File: src/hw/rtl/iir_pkg.sv
// Shared types and constants for the direct-form I IIR filter.
package iir_pkg;

	localparam int SAMPLE_W  = 16;
	localparam int COEF_W    = 20;
	localparam int PROD_W    = SAMPLE_W + COEF_W;
	localparam int ACC_W     = PROD_W + 4;
	localparam int FRAC_W    = 16;
	localparam int NUM_REGS  = 7;
	localparam int REG_IDX_W = 3;
	// Wide enough for the term counter of the highest supported order.
	localparam int STEP_W    = 3;

	localparam logic [REG_IDX_W-1:0] REG_B0 = 3'd0;
	localparam logic [REG_IDX_W-1:0] REG_B1 = 3'd1;
	localparam logic [REG_IDX_W-1:0] REG_A1 = 3'd4;

	localparam logic signed [COEF_W-1:0] COEF_ONE = 20'sd65536;

	typedef logic signed [SAMPLE_W-1:0] sample_t;
	typedef logic signed [COEF_W-1:0]   coef_t;
	typedef logic signed [PROD_W-1:0]   prod_t;
	typedef logic signed [ACC_W-1:0]    acc_t;

	typedef struct packed {
		logic              load;
		logic              clear;
		logic              mac;
		logic [STEP_W-1:0] step;
		logic              fin;
	} iir_cmd_t;

endpackage

File: src/hw/rtl/iir_if.sv
// Valid/ready channel interfaces for samples, results and coefficient writes.
interface iir_in_if
	import iir_pkg::*;
();
	logic    valid;
	logic    ready;
	sample_t sample_in;
	logic    block_start;

	modport source (output valid, output sample_in, output block_start, input ready);
	modport sink (input valid, input sample_in, input block_start, output ready);
endinterface

interface iir_out_if
	import iir_pkg::*;
();
	logic    valid;
	logic    ready;
	sample_t sample_out;
	logic    saturated;

	modport source (output valid, output sample_out, output saturated, input ready);
	modport sink (input valid, input sample_out, input saturated, output ready);
endinterface

interface iir_cfg_if
	import iir_pkg::*;
();
	logic                 valid;
	logic                 ready;
	logic [REG_IDX_W-1:0] index;
	coef_t                data;

	modport source (output valid, output index, output data, input ready);
	modport sink (input valid, input index, input data, output ready);
endinterface

File: src/hw/rtl/iir_ctrl.sv
// Sequencer that steps the shared multiply-accumulate through all filter terms.
module iir_ctrl
	import iir_pkg::*;
#(
	parameter int FILTER_ORDER = 3
) (
	input  logic     clk,
	input  logic     arst_n,
	input  logic     in_valid,
	input  logic     in_block_start,
	output logic     in_ready,
	output logic     out_valid,
	input  logic     out_ready,
	output iir_cmd_t cmd
);

	localparam logic [1:0] ST_IDLE  = 2'd0;
	localparam logic [1:0] ST_MAC   = 2'd1;
	localparam logic [1:0] ST_DRAIN = 2'd2;
	localparam logic [1:0] ST_FIN   = 2'd3;

	localparam logic [STEP_W-1:0] LAST_STEP = STEP_W'(2 * FILTER_ORDER);

	logic [1:0]        state_q;
	logic [STEP_W-1:0] step_q;
	logic              out_valid_q;
	logic              fin_go;

	assign in_ready  = (state_q == ST_IDLE);
	assign out_valid = out_valid_q;
	// The result register may be refilled in the cycle its old value is taken.
	assign fin_go    = (state_q == ST_FIN) && (!out_valid_q || out_ready);

	always_comb begin
		cmd.load  = in_valid && in_ready;
		cmd.clear = in_valid && in_ready && in_block_start;
		cmd.mac   = (state_q == ST_MAC);
		cmd.step  = step_q;
		cmd.fin   = fin_go;
	end

	always_ff @(posedge clk or negedge arst_n) begin
		if (!arst_n) begin
			state_q     <= ST_IDLE;
			step_q      <= '0;
			out_valid_q <= 1'b0;
		end else begin
			unique case (state_q)
				ST_IDLE: begin
					if (in_valid) begin
						state_q <= ST_MAC;
						step_q  <= '0;
					end
				end
				ST_MAC: begin
					if (step_q == LAST_STEP) begin
						state_q <= ST_DRAIN;
					end else begin
						step_q <= step_q + 1'b1;
					end
				end
				ST_DRAIN: begin
					state_q <= ST_FIN;
				end
				ST_FIN: begin
					if (fin_go) begin
						state_q <= ST_IDLE;
					end
				end
				default: begin
					state_q <= ST_IDLE;
				end
			endcase

			if (fin_go) begin
				out_valid_q <= 1'b1;
			end else if (out_ready) begin
				out_valid_q <= 1'b0;
			end
		end
	end

endmodule

File: src/hw/rtl/iir_dpath.sv
// Coefficient registers, sample histories, shared multiplier and accumulator.
module iir_dpath
	import iir_pkg::*;
#(
	parameter int FILTER_ORDER = 3
) (
	input  logic                 clk,
	input  logic                 arst_n,
	input  iir_cmd_t             cmd,
	input  sample_t              sample_in,
	input  logic                 cfg_we,
	input  logic [REG_IDX_W-1:0] cfg_index,
	input  coef_t                cfg_data,
	output sample_t              sample_out,
	output logic                 saturated
);

	localparam int HIST_IDX_W = (FILTER_ORDER > 1) ? $clog2(FILTER_ORDER) : 1;

	coef_t   coef_q [NUM_REGS];
	sample_t xh_q   [FILTER_ORDER];
	sample_t yh_q   [FILTER_ORDER];
	sample_t x_q;
	acc_t    acc_q;
	prod_t   prod_s1;
	logic    sub_s1;
	logic    valid_s1;
	sample_t out_q;
	logic    sat_q;

	logic [STEP_W-1:0]     step_m1;
	logic [HIST_IDX_W-1:0] hidx;
	logic [REG_IDX_W-1:0]  cidx;
	logic                  is_fb;
	coef_t                 mul_c;
	sample_t               mul_x;
	acc_t                  rnd_sum;
	logic signed [ACC_W-FRAC_W-1:0] rnd_q;
	sample_t               r_sat;
	logic                  r_clip;

	// Step 0 is b0*x; odd steps take bk*x[n-k], even steps take ak*y[n-k].
	always_comb begin
		step_m1 = cmd.step - 1'b1;
		hidx    = HIST_IDX_W'(step_m1 >> 1);
		is_fb   = (cmd.step != '0) && !cmd.step[0];
		if (cmd.step == '0) begin
			cidx  = REG_B0;
			mul_x = x_q;
		end else if (is_fb) begin
			cidx  = REG_A1 + REG_IDX_W'(hidx);
			mul_x = yh_q[hidx];
		end else begin
			cidx  = REG_B1 + REG_IDX_W'(hidx);
			mul_x = xh_q[hidx];
		end
		mul_c = coef_q[cidx];
	end

	// Round half up, then clip to the sample range.
	always_comb begin
		rnd_sum = acc_q + ACC_W'(signed'(32768));
		rnd_q   = rnd_sum[ACC_W-1:FRAC_W];
		if (rnd_q > (ACC_W-FRAC_W)'(signed'(32767))) begin
			r_sat  = 16'sh7fff;
			r_clip = 1'b1;
		end else if (rnd_q < (ACC_W-FRAC_W)'(signed'(-32768))) begin
			r_sat  = 16'sh8000;
			r_clip = 1'b1;
		end else begin
			r_sat  = rnd_q[SAMPLE_W-1:0];
			r_clip = 1'b0;
		end
	end

	always_ff @(posedge clk or negedge arst_n) begin
		if (!arst_n) begin
			for (int i = 0; i < NUM_REGS; i++) begin
				coef_q[i] <= '0;
			end
			coef_q[REG_B0] <= COEF_ONE;
		end else if (cfg_we) begin
			coef_q[cfg_index] <= cfg_data;
		end
	end

	always_ff @(posedge clk or negedge arst_n) begin
		if (!arst_n) begin
			for (int i = 0; i < FILTER_ORDER; i++) begin
				xh_q[i] <= '0;
				yh_q[i] <= '0;
			end
			valid_s1 <= 1'b0;
		end else begin
			valid_s1 <= cmd.mac;
			if (cmd.clear) begin
				for (int i = 0; i < FILTER_ORDER; i++) begin
					xh_q[i] <= '0;
					yh_q[i] <= '0;
				end
			end else if (cmd.fin) begin
				for (int i = FILTER_ORDER - 1; i > 0; i--) begin
					xh_q[i] <= xh_q[i-1];
					yh_q[i] <= yh_q[i-1];
				end
				xh_q[0] <= x_q;
				yh_q[0] <= r_sat;
			end
		end
	end

	always_ff @(posedge clk) begin
		if (cmd.load) begin
			x_q <= sample_in;
		end
		prod_s1 <= mul_c * mul_x;
		sub_s1  <= is_fb;
		if (cmd.load) begin
			acc_q <= '0;
		end else if (valid_s1) begin
			if (sub_s1) begin
				acc_q <= acc_q - ACC_W'(prod_s1);
			end else begin
				acc_q <= acc_q + ACC_W'(prod_s1);
			end
		end
		if (cmd.fin) begin
			out_q <= r_sat;
			sat_q <= r_clip;
		end
	end

	assign sample_out = out_q;
	assign saturated  = sat_q;

endmodule

File: src/hw/rtl/iir_filter_direct_form_one.sv
// Top level of the direct-form I IIR filter with a shared multiply-accumulate.
//
// Samples arrive on in_ch (sample_in, block_start) and filtered samples leave
// on out_ch (sample_out, saturated); both use valid/ready, and a request moves
// at a clock edge where both are high. Coefficients are written on cfg_ch by
// register index (b0..b3, a1..a3); the port is always ready and writes to an
// index beyond the list are dropped. Write coefficients only while idle.
// Each accepted sample steps through the MAC state, one term per cycle through
// the single multiplier, then a drain state that empties the product register,
// and a final state that rounds and clips the sum into the output register.
// A new sample is accepted only after the previous result is registered, as
// in_ready is high only while the sequencer is idle.
// A result waits in its output register while the receiver stalls; the next
// sample is still taken and worked on, and only the final write-back waits.
// Reset loads b0 = 1.0 and the other coefficients as zero, and clears both
// sample histories; block_start clears them before its own sample.
module iir_filter_direct_form_one
	import iir_pkg::*;
#(
	parameter int FILTER_ORDER = 3
) (
	input logic    clk,
	input logic    arst_n,
	iir_in_if.sink   in_ch,
	iir_out_if.source out_ch,
	iir_cfg_if.sink  cfg_ch
);

	iir_cmd_t cmd;
	logic     cfg_we;

	assign cfg_ch.ready = 1'b1;
	assign cfg_we = cfg_ch.valid && (cfg_ch.index < REG_IDX_W'(NUM_REGS));

	iir_ctrl #(
		.FILTER_ORDER(FILTER_ORDER)
	) u_ctrl (
		.clk           (clk),
		.arst_n        (arst_n),
		.in_valid      (in_ch.valid),
		.in_block_start(in_ch.block_start),
		.in_ready      (in_ch.ready),
		.out_valid     (out_ch.valid),
		.out_ready     (out_ch.ready),
		.cmd           (cmd)
	);

	iir_dpath #(
		.FILTER_ORDER(FILTER_ORDER)
	) u_dpath (
		.clk       (clk),
		.arst_n    (arst_n),
		.cmd       (cmd),
		.sample_in (in_ch.sample_in),
		.cfg_we    (cfg_we),
		.cfg_index (cfg_ch.index),
		.cfg_data  (cfg_ch.data),
		.sample_out(out_ch.sample_out),
		.saturated (out_ch.saturated)
	);

endmodule
File: src/flat_wrapper.sv
// flat-port wrapper written by rule: the top's interface ports become plain ports
module iir_filter_direct_form_one_flat import iir_pkg::*;
#(
	parameter int FILTER_ORDER = 3
)
  (clk, arst_n, in_ch_valid, in_ch_sample_in, in_ch_block_start, in_ch_ready, out_ch_valid, out_ch_sample_out, out_ch_saturated, out_ch_ready, cfg_ch_valid, cfg_ch_index, cfg_ch_data, cfg_ch_ready);
  iir_in_if in_ch_i ();
  iir_out_if out_ch_i ();
  iir_cfg_if cfg_ch_i ();
  input logic clk;
  input logic arst_n;
  input wire logic [$bits(in_ch_i.valid)-1:0] in_ch_valid;
  input wire logic [$bits(in_ch_i.sample_in)-1:0] in_ch_sample_in;
  input wire logic [$bits(in_ch_i.block_start)-1:0] in_ch_block_start;
  output wire logic [$bits(in_ch_i.ready)-1:0] in_ch_ready;
  output wire logic [$bits(out_ch_i.valid)-1:0] out_ch_valid;
  output wire logic [$bits(out_ch_i.sample_out)-1:0] out_ch_sample_out;
  output wire logic [$bits(out_ch_i.saturated)-1:0] out_ch_saturated;
  input wire logic [$bits(out_ch_i.ready)-1:0] out_ch_ready;
  input wire logic [$bits(cfg_ch_i.valid)-1:0] cfg_ch_valid;
  input wire logic [$bits(cfg_ch_i.index)-1:0] cfg_ch_index;
  input wire logic [$bits(cfg_ch_i.data)-1:0] cfg_ch_data;
  output wire logic [$bits(cfg_ch_i.ready)-1:0] cfg_ch_ready;
  assign in_ch_i.valid = in_ch_valid;
  assign in_ch_i.sample_in = in_ch_sample_in;
  assign in_ch_i.block_start = in_ch_block_start;
  assign in_ch_ready = in_ch_i.ready;
  assign out_ch_valid = out_ch_i.valid;
  assign out_ch_sample_out = out_ch_i.sample_out;
  assign out_ch_saturated = out_ch_i.saturated;
  assign out_ch_i.ready = out_ch_ready;
  assign cfg_ch_i.valid = cfg_ch_valid;
  assign cfg_ch_i.index = cfg_ch_index;
  assign cfg_ch_i.data = cfg_ch_data;
  assign cfg_ch_ready = cfg_ch_i.ready;
  iir_filter_direct_form_one #(.FILTER_ORDER(FILTER_ORDER)) u_core (.clk(clk), .arst_n(arst_n), .in_ch(in_ch_i), .out_ch(out_ch_i), .cfg_ch(cfg_ch_i));
endmodule
File: config.mk
export PLATFORM = sky130hd
export DESIGN_NAME = iir_filter_direct_form_one_flat
export DESIGN_NICKNAME = d
export VERILOG_FILES = /design/src/hw/rtl/iir_pkg.sv /design/src/hw/rtl/iir_if.sv /design/src/hw/rtl/iir_ctrl.sv /design/src/hw/rtl/iir_dpath.sv /design/src/hw/rtl/iir_filter_direct_form_one.sv /design/src/flat_wrapper.sv
export SDC_FILE = /design/constraint.sdc
export NUM_CORES = 2
export LEC_CHECK = 0
export BUFFER_PORTS_ARGS = -buffer_cell sky130_fd_sc_hd__buf_4
export CORE_ASPECT_RATIO = 1.5
export CORE_MARGIN = 2
export CORE_UTILIZATION = 70
export CTS_BUF_LIST = sky130_fd_sc_hd__clkbuf_16
export CTS_CLUSTER_SIZE = 30
export DETAILED_ROUTE_END_ITERATION = 10
export PLACE_DENSITY = 0.88
export SYNTH_ARGS = -nofsm -noshare
export SYNTH_HDL_FRONTEND = slang
export SYNTH_SLANG_ARGS = --single-unit
File: constraint.sdc
create_clock -name clk -period 23.9 [get_ports clk]
set_input_delay 2.39 -clock clk [delete_from_list [all_inputs] [get_ports clk]]
set_output_delay 2.39 -clock clk [all_outputs]
set_load 0.005 [all_outputs]
## Yosys cells after proc, flatten, opt, wreduce, memory -nomap -nowiden

Index checks and enable logic that the tools add are counted.

| word-level totals | value |
|---|---|
| word-level logic and storage cells | 99 |
| register bits | 353 |
| output and inout bits | 20 |
| bits of input ports | 45 |

| cells by class | value |
|---|---|
| multiplexer cells | 33 |
| multiply operators | 1 |
| eq/ne operators | 8 |
| $lt $le $gt $ge | 7 |
| bitwise operators | 3 |
| add/sub/neg operators | 7 |
| reductions and logical operators | 17 |

Operator list:

| operator | number |
|---|---|
| 2-to-1 mux 48 bit | 4 |
| bitwise mux 140 bit | 1 |
| 2-to-1 mux 16 bit | 8 |
| binary-select mux 16 bit (select 2 bit) | 2 |
| binary-select mux 20 bit (select 3 bit) | 1 |
| demux 20 bit (select 3 bit) | 1 |
| 2-to-1 mux 20 bit | 3 |
| adder 40 x 17 -> 40 bit (second input constant) | 1 |
| adder 40 x 36 -> 40 bit | 1 |
| 2-to-1 mux 40 bit | 1 |
| subtractor 40 x 36 -> 40 bit | 1 |
| multiplier 20 x 16 -> 36 bit | 1 |
| greater-than comparator 24 x 16 -> 1 bit (second input constant) | 1 |
| < comparator 24 x 16 -> 1 bit (second input constant) | 1 |
| 2-to-1 mux 3 bit | 4 |
| greater-or-equal comparator 4 bit (second input constant) | 2 |
| NOT 3 -> 4 bit | 2 |
| one-hot mux 2 bit (4 select lines) | 1 |
| logical AND 1 bit | 6 |
| 2-to-1 mux 2 bit | 3 |
| != test 2 bit (second input constant) | 3 |
| one-hot mux 3 bit (2 select lines) | 1 |
| AND reduction 3 bit | 2 |
| nonzero test 2 bit | 3 |
| other kinds (18) | 22 |

## Longest topological paths before layout

| logic depth | value |
|---|---|
| depth after elaboration | 9 |
| mapped depth | 37 |
| mapped depth without buffers | 33 |

## Cells and area by module

A second synthesis with hierarchy kept.

| second synthesis, totals | value |
|---|---|
| cell total of the unflattened synthesis | 3137 |
| area, all modules | 29998.8 um^2 |

By module, submodules not included:

| module | times used | cells each | seq. area each (um^2) | area an instance (um^2) |
|---|---|---|---|---|
| iir_dpath | 1 | 3093 | 8464.4 | 29549.6 |
| iir_ctrl | 1 | 40 | 150.1 | 427.9 |
| iir_filter_direct_form_one | 1 | 4 | 0.0 | 21.3 |

## Least setup slack after synthesis

OpenSTA, ideal clock, no wires.

| timing path | value |
|---|---|
| path kind | register to register |
| start point | register u_core.u_ctrl.step_q[0] |
| end point | register u_core.u_dpath.prod_s1[32] |
| buffers on the path | 5 |
| data required time | 23.767 ns |
| setup slack | 15.032 ns |
| period minus slack after synthesis | 8.868 ns |
| stages on the path, launching flop included | 33 |
| data arrival time | 8.735 ns |
| library setup time | 0.133 ns |
| path through | dfrtp_1 > clkbuf_1 > buf_2 > inv_1 > ha_1 > xnor2_4 > buf_2 > mux4_2 > nand2_1 > o311ai_0 > o21ai_0 > clkbuf_1 > clkbuf_1 > nor2_1 > fa_1 > inv_1 > fa_1 > fa_1 > fa_1 > inv_1 > fa_1 > inv_1 > fa_1 > inv_1 > ha_1 > and3_2 > a31oi_1 > a21boi_1 > a221oi_1 > o31ai_1 > a31o_2 > a2111oi_0 > nor3_1 |

| on the way | value |
|---|---|
| word-level cells in the longest chain between the ends | 9 |
| elaborated cells between the ends (all ways) | 23 |
| classes of those cells | add/sub: 3; mul: 1; mux: 13; bitwise: 2; reduce/logical: 4 |

RTL lines:

| what | line | text |
|---|---|---|
| start: declaration | iir_ctrl.sv:25 | `logic [STEP_W-1:0] step_q;` |
| start signal: assignment | iir_ctrl.sv:59 | `step_q <= step_q + 1'b1;` |
| subtractor 3 x 1 -> 3 bit (tied with other cells) | iir_dpath.sv:44 | `step_m1 = cmd.step - 1'b1;` |
| adder 3 x 2 -> 3 bit (tied with other cells) | iir_dpath.sv:51 | `cidx = REG_A1 + REG_IDX_W'(hidx);` |
| 2-to-1 mux 3 bit | iir_dpath.sv:50 | `end else if (is_fb) begin` |
| 2-to-1 mux 3 bit | iir_dpath.sv:47 | `if (cmd.step == '0) begin` |
| NOT 3 -> 4 bit (not written as such) | iir_dpath.sv:57 | `mul_c = coef_q[cidx];` |
| binary-select mux 20 bit (select 3 bit) | iir_dpath.sv:57 |  |
| 2-to-1 mux 20 bit (not written as such) (2 in series) | iir_dpath.sv:57 |  |
| multiplier 20 x 16 -> 36 bit * | iir_dpath.sv:116 | `prod_s1 <= mul_c * mul_x;` |
| end signal: assignment | iir_dpath.sv:116 |  |
| end: declaration | iir_dpath.sv:25 | `prod_t prod_s1;` |

Mark *: on every way between the ends. The rest lies on a longest branch, timed or not. The select of a mux whose other input is x is not followed.
A chain may end at the register's enable or synchronous reset.

## Worst setup path in the final report

Same ends and word-level chain as after synthesis.

==> impl_metrics.env <==
export IMPL_grt_pass1_wl_microns=131000
export IMPL_hpwlAfterDp_microns=61000
export IMPL_synth_compound_area_share_pct=11.2
export IMPL_layout_nets=3603
export IMPL_arrival_ns=10.27
export IMPL_max_freq_ghz=0.101
export IMPL_synthXorXnorAreaFrac_pct=3.65
export IMPL_final_cell_mix="439 x inv_1, 338 x nand2_1, 319 x fa_1"
export IMPL_coreArea_sq_mm=0.0419
export IMPL_die_x_microns=172
export IMPL_fin_worst_skew_ns=0.0185
export IMPL_drive_gt1_share_pct=12.4
export IMPL_critical_path_slowest_cell="o21ai_1"
export IMPL_start_util_pct=70.6
export IMPL_clkSinkCount=353
export IMPL_synth_top_area_share_pct=21.6
export IMPL_period_minus_slack_ns=9.86
export IMPL_yosysSeqAreaShare_pct=29.1
export IMPL_placedCellCount=3628
export IMPL_cp_end_kind="register"
export IMPL_post_layout_nonfiller_instances=3689
export IMPL_dr_wl_met2_microns=40300
export IMPL_regArea_sq_mm=0.00861
export IMPL_clock_latency_ns=0.56
export IMPL_synth_top_family_by_area="adder cells"
export IMPL_finalHoldViolations=0
export IMPL_h_tree_depth=2
export IMPL_drt_pass1_iterations=7
export IMPL_grt_usage_pct=38.7
export IMPL_crit_required_ns=24.32
export IMPL_ys_types=82
export IMPL_row_count=92
export IMPL_overflow=0
export IMPL_clockBufferDepth=3
export IMPL_drt_met1_wl_microns=27800
export IMPL_synthFlopType="dfrtp_1"
export IMPL_critPathKind="register to register"
export IMPL_max_slew_margin_pct=20.3
export IMPL_yosys_area_top_type="fa_1"
export IMPL_wl_met3_microns=5610
export IMPL_syn_inst=3086
export IMPL_avgSynthCellArea_sq_um=9.59
export IMPL_antenna_found_initial=0
export IMPL_path_clk_slew_ns=0.07
export IMPL_routedWlPerCell_microns=22.2
export IMPL_start_kind="register"
export IMPL_cts_made_buffers=34
export IMPL_rsz0062_at_grt="no"
export IMPL_slowest_delay_ns=0.66
export IMPL_wirelength_microns=82000
export IMPL_grt_start_max_net_pins=125
export IMPL_vias_per_cell=6.32
export IMPL_setup_viol=0
export IMPL_multi_input_area_sq_mm=0.0189
export IMPL_place_gp_congestion=0.983
export IMPL_grt_pass1_vias=24860
export IMPL_synth_fa_ha_area_share_pct=27.5
export IMPL_hold_class="register to register"
export IMPL_detail_route_antenna_nets=0
export IMPL_async_flop_share_pct=68.8
export IMPL_netlist_area_sq_mm=0.0296
export IMPL_yosysWarnings=0
export IMPL_tightest_slew_ns=1.19
export IMPL_cts_hold_buf=0
export IMPL_num_vias=23308
export IMPL_fill_cells=2914
export IMPL_crit_fanout=22
export IMPL_cap_violations=0
export IMPL_cts_repair_resized=0
export IMPL_synth_area_mux_share_pct=7.50
export IMPL_post_route_drc_count=0
export IMPL_outcome="completed"
export IMPL_finalCritPeriodShare_pct=41.2
export IMPL_port_buffer_count=63
export IMPL_cpMostUsedCell="fa_1"
export IMPL_synth_area_leaders="fa_1 22%, dfrtp_1 20%, ha_1 5.9%, inv_1 5.5%, mux2_2 5.3%"
export IMPL_ys_ff_latch=353
export IMPL_synth_nets=3589
export IMPL_antenna_cells=0
export IMPL_final_common_cell="inv_1"
export IMPL_synth_simple_area_share_pct=13.7
export IMPL_cts_setup_buffers=0
export IMPL_die_y_microns=256
export IMPL_drtIter0Drc=2122
export IMPL_final_util_pct=76.0
export IMPL_die_area_sq_mm=0.0440
export IMPL_slew_violations=0
export IMPL_cts_tree="yes"
export IMPL_finalSetupTns_ns=0
export IMPL_cts_root_buffer="clkbuf_16"
export IMPL_boundaryPins=65
export IMPL_synth_edff_count=33
export IMPL_synthToLayoutAreaGrowth_pct=7.65
export IMPL_highest_layer="met4"
final timing paths:
kind	startpoint	end	slack, ns	cells after the start
max	u_core.u_ctrl.step_q[0]$_DFFE_PN0P_	u_core.u_dpath.prod_s1[32]$_DFF_P_	14.04	30
min	u_core.u_dpath.acc_q[0]$_SDFFE_PP0P_	u_core.u_dpath.acc_q[0]$_SDFFE_PP0P_	0.48	2
max reg2reg	u_core.u_ctrl.step_q[0]$_DFFE_PN0P_	u_core.u_dpath.prod_s1[32]$_DFF_P_	14.04	30
min reg2reg	u_core.u_dpath.acc_q[0]$_SDFFE_PP0P_	u_core.u_dpath.acc_q[0]$_SDFFE_PP0P_	0.48	2
max in group asynchronous	arst_n	u_core.u_dpath.yh_q[33]$_DFFE_PN0P_	19.82	3
min in group asynchronous	arst_n	u_core.u_dpath.coef_q[91]$_DFFE_PN0P_	1.89	1
critical path, delay by kind of cell (launching register included):
family | cells | cell delay [ns]
xor+xnor | 1 | 0.19
flops | 1 | 0.39
fa+ha+maj | 8 | 3.82
simple gates | 4 | 0.87
compound gates | 11 | 3.53
buf+inv | 6 | 0.91
cell families (layout without fill, tap and decap cells):
logic type               after synthesis  after routing
flip-flops                           353            353
buffers and inverters                573            612
AND/OR/NAND/NOR                      908            908
AO/OA/AOI/OAI                        484            484
other                                  1              1
adder cells (fa/ha/maj)              458            458
XOR/XNOR                             121            121
multiplexers                         188            188
flip-flops by register name, indices dropped and copies added, names as in the netlist:
| signal | flops |
|---|---|
| u_core.u_ctrl.out_valid | 1 |
| u_core.u_ctrl.state_q | 2 |
| u_core.u_ctrl.step_q | 3 |
| u_core.u_dpath.acc_q | 40 |
| u_core.u_dpath.coef_q | 140 |
| u_core.u_dpath.prod_s1 | 36 |
| u_core.u_dpath.sample_out | 16 |
| u_core.u_dpath.saturated | 1 |
| u_core.u_dpath.sub_s1 | 1 |
| u_core.u_dpath.valid_s1 | 1 |
| u_core.u_dpath.x_q | 16 |
| u_core.u_dpath.xh_q | 48 |
| u_core.u_dpath.yh_q | 48 |
stage by stage:
stage | hold WS (ns) | worst slack, ns | instance area [sq um]
CTS | 0.478 | 14.09 | 31900
detailed placement | 0.472 | 14.18 | 30700
global route | 0.505 | 13.42 | 31900
floorplan | 0.455 | 15.03 | 29600
global placement | 0.464 | 14.50 | 30700
finish | 0.477 | 14.04 | 31900
synth_stat cells, types with 7 or more instances:
cell type,number
a211oi_1,25
a21o_1,36
a21oi_1,151
a221o_1,14
a22o_1,84
a31oi_1,20
and2_1,16
and3_1,9
buf_1,12
buf_2,11
clkbuf_1,114
dfrtp_1,242
dfxtp_1,77
edfxtp_1,33
fa_1,319
ha_1,139
inv_1,433
mux2_2,140
mux2i_1,35
mux4_2,13
nand2_1,339
nand2b_1,55
nand3_1,73
nand4_1,7
nor2_1,269
nor2b_1,17
nor3_1,61
o211ai_1,7
o21a_1,15
o21ai_0,51
o21ai_1,7
o21bai_1,9
or2_2,22
or3_1,7
xnor2_1,88
xor2_1,32
routing by layer:
metal / global-route usage [%] / vias up
li1: - / 10137
met1: 42.5 / 11639
met2: 64.8 / 1136
met3: 6.77 / 396
met4: 31.6 / 0
met5: 0 / -
layout make-up:
cell class | instances | share of cell area (%)
flip-flops and latches | 353 | 27.0
clock buffers | 34 | 2.67
repair buffers | 116 | 2.76
clock inverters | 27 | 0.951
multi-input cells | 2160 | 59.2
inverters | 435 | 5.13
well taps | 564 | 2.22
Power is not shown: default switching activity piles up to over one toggle a cycle in this logic, so the estimate is an artifact.
